## config.mk

```make
export PLATFORM = sky130hd
export DESIGN_NAME = mjpeg_frame_extractor
export DESIGN_NICKNAME = d
export VERILOG_FILES = /design/src/rtl/core/mjfe_pkg.sv /design/src/rtl/core/mjfe_front.sv /design/src/rtl/core/mjfe_queue.sv /design/src/rtl/core/mjfe_back.sv /design/src/rtl/core/mjpeg_frame_extractor.sv
export SDC_FILE = /design/constraint.sdc
export NUM_CORES = 1
export LEC_CHECK = 0
export BUFFER_PORTS_ARGS = -buffer_cell sky130_fd_sc_hd__buf_4
export CORE_MARGIN = 2
export CORE_UTILIZATION = 55
export DETAILED_ROUTE_END_ITERATION = 8
export GPL_ROUTABILITY_DRIVEN = 0
export PLACE_DENSITY = 0.74
export SLEW_MARGIN = 5
export SYNTH_ARGS = -nofsm -noshare
export SYNTH_HDL_FRONTEND = slang
export SYNTH_SLANG_ARGS = --single-unit
```

## constraint.sdc

```tcl
create_clock -name clk -period 5.3 [get_ports clk]
set_input_delay 0.795 -clock clk [delete_from_list [all_inputs] [get_ports clk]]
set_output_delay 0.795 -clock clk [all_outputs]
set_load 0.02 [all_outputs]
```

## src/rtl/core/mjfe_pkg.sv

```systemverilog
// Package for the motion-JPEG frame extractor: marker codes, queue sizing and
// the queue entry type shared by the front parser, the queue and the back end.
// Depends on nothing.
package mjfe_pkg;

  localparam logic [7:0] BYTE_FF  = 8'hFF;
  localparam logic [7:0] BYTE_SOI = 8'hD8;
  localparam logic [7:0] BYTE_EOI = 8'hD9;
  localparam logic [7:0] BYTE_COM = 8'hFE;
  localparam logic [7:0] BYTE_TAG = 8'h01;

  localparam logic [31:0] NS_PER_HUNDREDTH = 32'd10000000;

  localparam int QUEUE_DEPTH = 4;
  localparam int PTR_W       = $clog2(QUEUE_DEPTH);
  localparam int COUNT_W     = PTR_W + 1;

  // One queued action: a start entry expands to the two start-marker beats.
  typedef struct packed {
    logic        start;
    logic [7:0]  data;
    logic        last;
    logic        stamp_valid;
    logic [31:0] seconds;
    logic [7:0]  hundredths;
  } entry_t;

endpackage

```

## src/rtl/core/mjfe_front.sv

```systemverilog
// Front parser of the motion-JPEG frame extractor: accepts stream bytes,
// tracks markers and the timestamp comment, and pushes beats into the queue.
// Depends on mjfe_pkg.
module mjfe_front (
  input  logic              clk,
  input  logic              rst,
  input  logic              in_valid,
  output logic              in_stall,
  input  logic [7:0]        stream_byte,
  input  logic              full,
  output logic              push,
  output mjfe_pkg::entry_t  push_entry
);

  localparam logic [2:0] PH_HUNT       = 3'd0;
  localparam logic [2:0] PH_HUNT_FF    = 3'd1;
  localparam logic [2:0] PH_BODY       = 3'd2;
  localparam logic [2:0] PH_BODY_FF    = 3'd3;
  localparam logic [2:0] PH_COMMENT    = 3'd4;
  localparam logic [2:0] PH_SECONDS    = 3'd5;
  localparam logic [2:0] PH_HUNDREDTHS = 3'd6;

  logic [2:0]  phase, phase_next;
  logic [1:0]  byte_count, byte_count_next;
  logic [31:0] seconds_acc, seconds_acc_next;
  logic [31:0] held_seconds, held_seconds_next;
  logic [7:0]  held_hundredths, held_hundredths_next;
  logic        held_valid, held_valid_next;
  logic        accept;
  logic        emit;
  logic        emit_start;
  logic        emit_last;

  assign in_stall = full;
  assign accept   = in_valid && !full;

  always_comb begin
    phase_next           = phase;
    byte_count_next      = byte_count;
    seconds_acc_next     = seconds_acc;
    held_seconds_next    = held_seconds;
    held_hundredths_next = held_hundredths;
    held_valid_next      = held_valid;
    emit                 = 1'b0;
    emit_start           = 1'b0;
    emit_last            = 1'b0;
    case (phase)
      PH_HUNT: begin
        if (stream_byte == mjfe_pkg::BYTE_FF) phase_next = PH_HUNT_FF;
      end
      PH_HUNT_FF: begin
        if (stream_byte == mjfe_pkg::BYTE_SOI) begin
          emit                 = 1'b1;
          emit_start           = 1'b1;
          held_valid_next      = 1'b0;
          held_seconds_next    = '0;
          held_hundredths_next = '0;
          phase_next           = PH_BODY;
        end else begin
          phase_next = PH_HUNT;
        end
      end
      PH_BODY: begin
        emit = 1'b1;
        if (stream_byte == mjfe_pkg::BYTE_FF) phase_next = PH_BODY_FF;
      end
      PH_BODY_FF: begin
        emit = 1'b1;
        if (stream_byte == mjfe_pkg::BYTE_EOI) begin
          emit_last  = 1'b1;
          phase_next = PH_HUNT;
        end else if (stream_byte == mjfe_pkg::BYTE_COM) begin
          byte_count_next = '0;
          phase_next      = PH_COMMENT;
        end else begin
          phase_next = PH_BODY;
        end
      end
      PH_COMMENT: begin
        emit = 1'b1;
        if (byte_count == 2'd3) begin
          byte_count_next = '0;
          if (stream_byte == mjfe_pkg::BYTE_TAG) begin
            seconds_acc_next = '0;
            phase_next       = PH_SECONDS;
          end else begin
            phase_next = PH_BODY;
          end
        end else begin
          byte_count_next = byte_count + 2'd1;
        end
      end
      PH_SECONDS: begin
        emit             = 1'b1;
        seconds_acc_next = {seconds_acc[23:0], stream_byte};
        if (byte_count == 2'd3) begin
          byte_count_next = '0;
          phase_next      = PH_HUNDREDTHS;
        end else begin
          byte_count_next = byte_count + 2'd1;
        end
      end
      PH_HUNDREDTHS: begin
        emit                 = 1'b1;
        held_seconds_next    = seconds_acc;
        held_hundredths_next = stream_byte;
        held_valid_next      = 1'b1;
        phase_next           = PH_BODY;
      end
      default: begin
        phase_next = PH_HUNT;
      end
    endcase
  end

  // Stamp fields ride only on the end-of-frame beat.
  always_comb begin
    push_entry.start       = emit_start;
    push_entry.data        = stream_byte;
    push_entry.last        = emit_last;
    push_entry.stamp_valid = emit_last && held_valid;
    push_entry.seconds     = emit_last ? held_seconds : '0;
    push_entry.hundredths  = emit_last ? held_hundredths : '0;
  end

  assign push = accept && emit;

  always_ff @(posedge clk) begin
    if (rst) begin
      phase           <= PH_HUNT;
      byte_count      <= '0;
      seconds_acc     <= '0;
      held_seconds    <= '0;
      held_hundredths <= '0;
      held_valid      <= 1'b0;
    end else if (accept) begin
      phase           <= phase_next;
      byte_count      <= byte_count_next;
      seconds_acc     <= seconds_acc_next;
      held_seconds    <= held_seconds_next;
      held_hundredths <= held_hundredths_next;
      held_valid      <= held_valid_next;
    end
  end

endmodule

```

## src/rtl/core/mjfe_queue.sv

```systemverilog
// Short register queue between the front parser and the back end.
// Depends on mjfe_pkg.
module mjfe_queue (
  input  logic              clk,
  input  logic              rst,
  input  logic              push,
  input  mjfe_pkg::entry_t  push_entry,
  output logic              full,
  input  logic              pop,
  output mjfe_pkg::entry_t  head,
  output logic              empty
);

  mjfe_pkg::entry_t                slots [mjfe_pkg::QUEUE_DEPTH];
  logic [mjfe_pkg::PTR_W-1:0]      wr_ptr;
  logic [mjfe_pkg::PTR_W-1:0]      rd_ptr;
  logic [mjfe_pkg::COUNT_W-1:0]    count;
  logic                            do_push;
  logic                            do_pop;

  assign full    = (count == mjfe_pkg::COUNT_W'(mjfe_pkg::QUEUE_DEPTH));
  assign empty   = (count == '0);
  assign do_push = push && !full;
  assign do_pop  = pop && !empty;
  assign head    = slots[rd_ptr];

  always_ff @(posedge clk) begin
    if (do_push) slots[wr_ptr] <= push_entry;
  end

  always_ff @(posedge clk) begin
    if (rst) begin
      wr_ptr <= '0;
      rd_ptr <= '0;
      count  <= '0;
    end else begin
      if (do_push) wr_ptr <= wr_ptr + mjfe_pkg::PTR_W'(1);
      if (do_pop)  rd_ptr <= rd_ptr + mjfe_pkg::PTR_W'(1);
      if (do_push && !do_pop)      count <= count + mjfe_pkg::COUNT_W'(1);
      else if (do_pop && !do_push) count <= count - mjfe_pkg::COUNT_W'(1);
    end
  end

endmodule

```

## src/rtl/core/mjfe_back.sv

```systemverilog
// Back end of the motion-JPEG frame extractor: drains the queue into the
// output register, splitting start entries into two beats. Depends on mjfe_pkg.
module mjfe_back (
  input  logic              clk,
  input  logic              rst,
  input  mjfe_pkg::entry_t  head,
  input  logic              empty,
  output logic              pop,
  output logic              out_valid,
  input  logic              out_stall,
  output logic [7:0]        frame_byte,
  output logic              end_of_frame,
  output logic              stamp_valid,
  output logic [31:0]       stamp_seconds,
  output logic [31:0]       stamp_nanoseconds
);

  logic load;
  logic first_half;
  logic half_done;

  assign load       = !empty && (!out_valid || !out_stall);
  assign first_half = head.start && !half_done;
  assign pop        = load && !first_half;

  always_ff @(posedge clk) begin
    if (rst) begin
      out_valid <= 1'b0;
      half_done <= 1'b0;
    end else begin
      if (load)            out_valid <= 1'b1;
      else if (!out_stall) out_valid <= 1'b0;
      if (load) half_done <= first_half;
    end
  end

  always_ff @(posedge clk) begin
    if (load) begin
      frame_byte        <= first_half ? mjfe_pkg::BYTE_FF : head.data;
      end_of_frame      <= head.last;
      stamp_valid       <= head.stamp_valid;
      stamp_seconds     <= head.seconds;
      stamp_nanoseconds <= 32'(head.hundredths) * mjfe_pkg::NS_PER_HUNDREDTH;
    end
  end

endmodule

```

## src/rtl/core/mjpeg_frame_extractor.sv

```systemverilog
// Motion-JPEG frame extractor, top level: front parser, queue and back end.
// Depends on mjfe_pkg, mjfe_front, mjfe_queue and mjfe_back.
//
// Input channel: one raw stream byte per beat on stream_byte, handshaken by
// in_valid and in_stall. Output channel: one frame byte per beat with its
// end_of_frame flag and timestamp, handshaken by out_valid and out_stall.
// Bytes outside a frame are dropped; the FF D8 start marker opens a frame and
// both its bytes are sent; every later byte passes until FF D9, whose D9 beat
// carries end_of_frame and the timestamp of the last FF FE ... 01 comment.
// Stamp fields read zero on every other beat.
// An accepted byte is written into a queue slot and from there into the output
// register, from which the receiver takes it.
// Throughput: one byte per cycle while in_stall is low; the start marker costs one
// extra output beat, absorbed by the four-entry queue between front and back.
// When the receiver stalls, the output beat holds, the queue fills, and once
// it is full in_stall rises until the back end drains an entry.
// Reset clears the parser to hunting for FF, the held timestamp, the queue and
// the output valid; payload registers are left as they are.
module mjpeg_frame_extractor (
  input  logic        clk,
  input  logic        rst,
  input  logic        in_valid,
  output logic        in_stall,
  input  logic [7:0]  stream_byte,
  output logic        out_valid,
  input  logic        out_stall,
  output logic [7:0]  frame_byte,
  output logic        end_of_frame,
  output logic        stamp_valid,
  output logic [31:0] stamp_seconds,
  output logic [31:0] stamp_nanoseconds
);

  mjfe_pkg::entry_t push_entry;
  mjfe_pkg::entry_t head;
  logic             push;
  logic             full;
  logic             pop;
  logic             empty;

  // Parse markers and comments; push one entry per frame byte, one start entry for FF D8.
  mjfe_front u_front (
    .clk         (clk),
    .rst         (rst),
    .in_valid    (in_valid),
    .in_stall    (in_stall),
    .stream_byte (stream_byte),
    .full        (full),
    .push        (push),
    .push_entry  (push_entry)
  );

  // Decouple the parser from output back-pressure.
  mjfe_queue u_queue (
    .clk        (clk),
    .rst        (rst),
    .push       (push),
    .push_entry (push_entry),
    .full       (full),
    .pop        (pop),
    .head       (head),
    .empty      (empty)
  );

  // Expand and register output beats, scaling hundredths to nanoseconds.
  mjfe_back u_back (
    .clk               (clk),
    .rst               (rst),
    .head              (head),
    .empty             (empty),
    .pop               (pop),
    .out_valid         (out_valid),
    .out_stall         (out_stall),
    .frame_byte        (frame_byte),
    .end_of_frame      (end_of_frame),
    .stamp_valid       (stamp_valid),
    .stamp_seconds     (stamp_seconds),
    .stamp_nanoseconds (stamp_nanoseconds)
  );

endmodule

```

## Word-level counts from Yosys, hierarchy flattened

Memory sizes are Yosys's and may differ from the RTL's. A register that Yosys moved wholly into a read port is not among the register bits.
Index checks and enable logic that the tools add are counted.

- Add/subtract/negate cells: 5
- Multipliers: 1
- Equality and inequality tests: 22
- Muxes and demuxes: 37
- Reductions and logical operators: 31

Operators by type and width:

| operator | count |
|---|---|
| 2-to-1 mux 32 bit | 4 |
| one-hot mux 32 bit (2 select lines) | 2 |
| == test 8 bit, second input constant | 4 |
| 2-to-1 mux 3 bit | 9 |
| multiplier 8 x 17 -> 25 bit, second input constant | 1 |
| one-hot mux 3 bit (7 select lines) | 1 |
| 2-to-1 mux 8 bit | 2 |
| inequality test 2 x 1 -> 1 bit, second input constant | 8 |
| one-hot mux 8 bit (2 select lines) | 1 |
| == test 3 bit, second input constant | 4 |
| 2-to-1 mux 2 bit | 6 |
| logical AND 1 bit | 10 |
| 2-to-1 mux 1 bit | 9 |
| == test 8 x 1 -> 1 bit, second input constant | 1 |
| logical NOT 1 bit | 8 |
| AND reduction 4 bit | 2 |
| nonzero test 2 bit | 4 |
| adder 2 x 1 -> 2 bit, second input constant | 3 |
| == test 3 x 2 -> 1 bit, second input constant | 2 |
| logical NOT 3 bit | 2 |
| AND reduction 5 bit | 1 |
| OR reduction 5 bit | 1 |
| one-hot mux 1 bit (2 select lines) | 2 |
| one-hot mux 2 bit (2 select lines) | 1 |
| 8 further kinds | 8 |

- Flip-flop bits (word level): 154
- RAM bits: 204
- Input bits: 12
- Output and inout bits: 76
- Logic and storage cells: 113
- Memories kept: 1

Memory list:

| memory | depth | width | read ports | clocked after memory_dff | wr ports | line | source |
|---|---|---|---|---|---|---|---|
| u_queue.slots | 4 | 51 | 1 | 1 | 1 | mjfe_queue.sv:14 | `mjfe_pkg::entry_t slots [mjfe_pkg::QUEUE_DEPTH];` |

## Logic depth before layout (Yosys ltp)

- Word-level depth: 9
- Depth in mapped cells: 18
- Mapped depth without buffers: 15

## By module

Synthesis repeated with hierarchy kept, for this count alone.

- Cell total of the unflattened synthesis: 1001
- Area, all modules: 15692.6 um^2

Modules (own cells, without submodules):

| module | instances | cells an instance | area each (um^2) |
|---|---|---|---|
| mjfe_queue | 1 | 315 | 7885.1 |
| mjfe_back | 1 | 328 | 4322.9 |
| mjfe_front | 1 | 358 | 3484.6 |

## Worst setup path after synthesis

OpenSTA, ideal clock, no wires.

- Kind: in2reg
- Start: in out_stall
- End: reg u_queue.count[2] in the netlist's numbering
- Data arrival time: 5.587 ns
- Data required time: 5.230 ns
- Slack: -0.357 ns
- Stages on the path: 9
- Path buffers: 0
- Cells stage by stage: a21oi_1 nor2b_1 inv_1 ha_1 inv_1 fa_1 xor2_1 or3_1 a21oi_1

- Cells in the longest elaborated chain, start to end: 8
- Elaborated cells between the ends (all ways): 10
- Classes of those cells: mux (1); reduce/logical (9)

Ends and longest elaborated chain:

| item | line | source |
|---|---|---|
| start: declaration | mjpeg_frame_extractor.sv:26 | `input logic out_stall,` |
| logical NOT 1 bit (*) | mjfe_back.sv:22 | `assign load = !empty && (!out_valid \|\| !out_stall);` |
| logical OR 1 bit (*) | mjfe_back.sv:22 |  |
| logical AND 1 bit (*) | mjfe_back.sv:22 |  |
| logical AND 1 bit (*) | mjfe_back.sv:24 | `assign pop = load && !first_half;` |
| logical AND 1 bit (*) | mjfe_queue.sv:24 | `assign do_pop = pop && !empty;` |
| logical NOT 1 bit | mjfe_queue.sv:39 | `if (do_push && !do_pop) count <= count + mjfe_pkg::COUNT_W'(1);` |
| logical AND 1 bit | mjfe_queue.sv:39 |  |
| 2-to-1 mux 3 bit / nonzero test 2 bit (equally long branches) | - |  |
| end signal: assignment | mjfe_queue.sv:39 |  |
| end signal: assignment | mjfe_queue.sv:40 | `else if (do_pop && !do_push) count <= count - mjfe_pkg::COUNT_W'(1);` |
| end: declaration | mjfe_queue.sv:17 | `logic [mjfe_pkg::COUNT_W-1:0] count;` |

Every way passes the cells marked *; elsewhere a longest branch is shown, timed or not.
A chain may end at the register's enable or synchronous reset.

==> metrics.txt <==
antenna violations before repair 0; Max Slew Vio Count 0; Post-Syn Instances 988; sequential fraction of design power 0.378; Post-synth EDFFs 271; fraction of layout cells with a size suffix above 1 0.205; minimum clock period 4880 ps; area of the core 0.0270 mm²; Int Power 6560 µW; H-tree levels 2; worst hold stages 2; total congestion overflow 0; worst path cell trace mux4_2, ha_1, ha_1, fa_1, inv_1, fa_1, inv_1, ha_1, nand3_1, o211ai_1, a22oi_1, o221ai_1, a21oi_1, xnor2_1; TritonCTS clock tree done; RSZ-0062 raised after global routing false; Die Span X 170 µm; Initial DRT Pass Iterations 6; synthesized area per cell 15.4 µm²; synth warn 0; Critical Path Start Type flip-flop; hold wc startpoint u_front.held_hundredths[5]; DR iter-0 viols 744; WP data arrival 5130 ps; relative slew slack 0.154; Post-synth top flop edfxtp_1; commonest cells after routing, fill and taps aside edfxtp_1, nor2_1, buf_4, dfxtp_1, ha_1; Psw 3270 µW; antenna fix cells 0; status completed; CTS Sinks 360; vias in the first global route 8072; PwrDens 570 mW/mm²; die area 0.0289 mm²; All-Layer GR Usage 0.193; Max Cap Viol 0; final hold violation count 0; clock latency on the worst-skew pair 510 ps; via count 8289; max incr delay on CP 640 ps; CP required 5550 ps; IO buf count 80; Final WS setup 423 ps; final setup TNS 0 ps; nets@finish 1182; Seq/Total Area, Yosys 0.654; hold path endpoint u_front.held_hundredths[5]; fmax 0.205 GHz; transition time of the tightest slew-check pin 1260 ps; leak pwr 0.00649 µW; # setup viols final 0; chip height 170 µm; Reg2Reg Setup Slack 420 ps; Hold Crit Class reg -> reg; largest net degree at the start of global routing 90; Starting Density 0.561; synthesis-to-layout area growth 13.8%; skew final 12.4 ps; Clock Pin Slew Worst Setup and Hold Paths 60 ps; R2R depth 14; commonest non-fill, non-tap cell in the layout edfxtp_1; Routed WL 27.2 mm; Max VDD drop 0.651 mV; crit end category flip-flop; Crit-path slowest cell mux4_2; Clock Power Share 0.250; global-route wire length before repair 43.7 mm; vias per cell 5.74; clock buffer count from CTS 37; CP Class reg -> reg; Post-CTS Hold Fix Bufs 0; CTS max path bufs 3; placed instance count 1376; FF+latch area 0.00992 mm²; Rows 60; multi-input logic area 0.00491 mm²; combinational power share 0.372; design area 0.0173 mm²; FFs w/ async S/R, synth 0; post-DP HPWL 16.7 mm; antenna-violating nets left 0; Crit Path Max Fanout 11; pre-CTS setup slack 315 ps; # fillers 1923; Tot Pwr 9830 µW; Synth Register Bits 360; Avg WL per Cell 18.9 µm; post-place instance area 0.0161 mm²; area of the mapped netlist 0.0152 mm²; Netlist cell types 58; most frequent CP cell ha_1; Sw Share 0.333; clock root buffer clkbuf_16; Post-CTS Setup Bufs 0; Final Non-Filler Cells 1443; I/O pin total 88; R2R Path End u_back.stamp_nanoseconds[28]; DRC 0; period utilisation layout 0.920
[synth_stat cells, drive strengths merged (3+ instances only)]
library cell / instances / area (µm²)
dfxtp: 89 / 1780
o21bai: 3 / 22.5
fa: 19 / 380
or2: 11 / 68.8
a22oi: 74 / 556
xor2: 13 / 114
clkbuf: 30 / 113
xnor2: 11 / 96.3
nand2b: 4 / 32.5
a211oi: 3 / 22.5
a21oi: 29 / 145
a21o: 7 / 52.6
nor3: 9 / 66.3
nand3: 4 / 20.0
nand2: 16 / 60.1
and3: 5 / 31.3
nor2: 101 / 379
nor2b: 4 / 25.0
or3: 3 / 18.8
and2: 46 / 288
mux4: 51 / 1150
o21ai: 12 / 60.1
mux2i: 3 / 30.0
edfxtp: 271 / 8140
buf: 22 / 145
inv: 39 / 146
ha: 77 / 963
[cell type report]
class | count | area share
Tap cell | 341 | 0.0247
Clock buffer | 49 | 0.0581
Multi-Input combinational cell | 543 | 0.284
Timing Repair Buffer | 93 | 0.0405
Sequential cell | 360 | 0.575
Clock inverter | 18 | 0.00892
Inverter | 39 | 0.00848
[timing repair]
| action | CTS | global route |
|---|---|---|
| resized for setup | 0 | 1 |
| endpoints found under the setup margin | 0 | 1 |
| hold endpoints to repair | 0 | 0 |
[power groups by stage]
stage | clock network (µW) | logic (µW) | registers (µW)
2_1_floorplan | 0 | 2260 | 4140
3_3_place_gp | 0 | 3620 | 3780
3_5_place_dp | 0 | 3670 | 3780
4_1_cts | 2510 | 3700 | 3720
5_1_grt | 2610 | 4080 | 3760
6_report | 2460 | 3660 | 3720
[routing by layer]
layer | global-route usage | part of all wire
met1 | 0.290 | 0.48
met5 | 0 | 0
met2 | 0.293 | 0.46
met4 | 0.0520 | 0.018
met3 | 0.0344 | 0.045
[metrics by stage]
step | utilization | hold WS [ps]
2_1_floorplan | - | 438
3_3_place_gp | 0.596 | 467
3_5_place_dp | 0.596 | 475
4_1_cts | 0.638 | 490
5_1_grt | 0.639 | 508
6_report | 0.639 | 487
[registers in the layout (all words and copies together), names as in the netlist, 2 cells and up, named ones only]
name                      count
u_queue.slots               204
u_back.stamp_nanoseconds     25
u_front.seconds_acc          32
u_queue.rd_ptr                2
u_queue.wr_ptr                2
u_front.held_hundredths       8
u_front.phase                 3
u_back.stamp_seconds         32
u_queue.count                 3
u_back.frame_byte             8
u_front.byte_count            2
u_front.held_seconds         32
[cells by family after synthesis]
kind of cell,Yosys count,synth area share
flip-flops,360,0.654
multiplexers,55,0.0785
XOR/XNOR,24,0.0139
other,1,0.000247
adder cells (fa/ha/maj),96,0.0886
buffers and inverters,91,0.0266
AND/OR/NAND/NOR,215,0.0720
AO/OA/AOI/OAI,146,0.0662
[how the worst max path moves through the flow]
| stage | from | end |
|---|---|---|
| 3_5_place_dp | flip-flop | u_back.stamp_nanoseconds[30] |
| 5_1_grt | flip-flop | u_back.stamp_nanoseconds[30] |
| 4_1_cts | flip-flop | u_back.stamp_nanoseconds[30] |
| 2_1_floorplan | flip-flop | u_back.stamp_nanoseconds[30] |
| 6_report | flip-flop | u_back.stamp_nanoseconds[28] |
| 3_3_place_gp | flip-flop | u_back.stamp_nanoseconds[30] |
[critical path, delay by kind of cell, from the launching register on]
kind	cells	cell delay (ps)
AND/OR/NAND/NOR	1	110
XOR/XNOR	1	150
buffers and inverters	2	90
AO/OA/AOI/OAI	4	1040
flip-flops	1	470
multiplexers	1	640
adder cells (fa/ha/maj)	5	2100
Note: power is estimated with default switching activity, not from simulation.
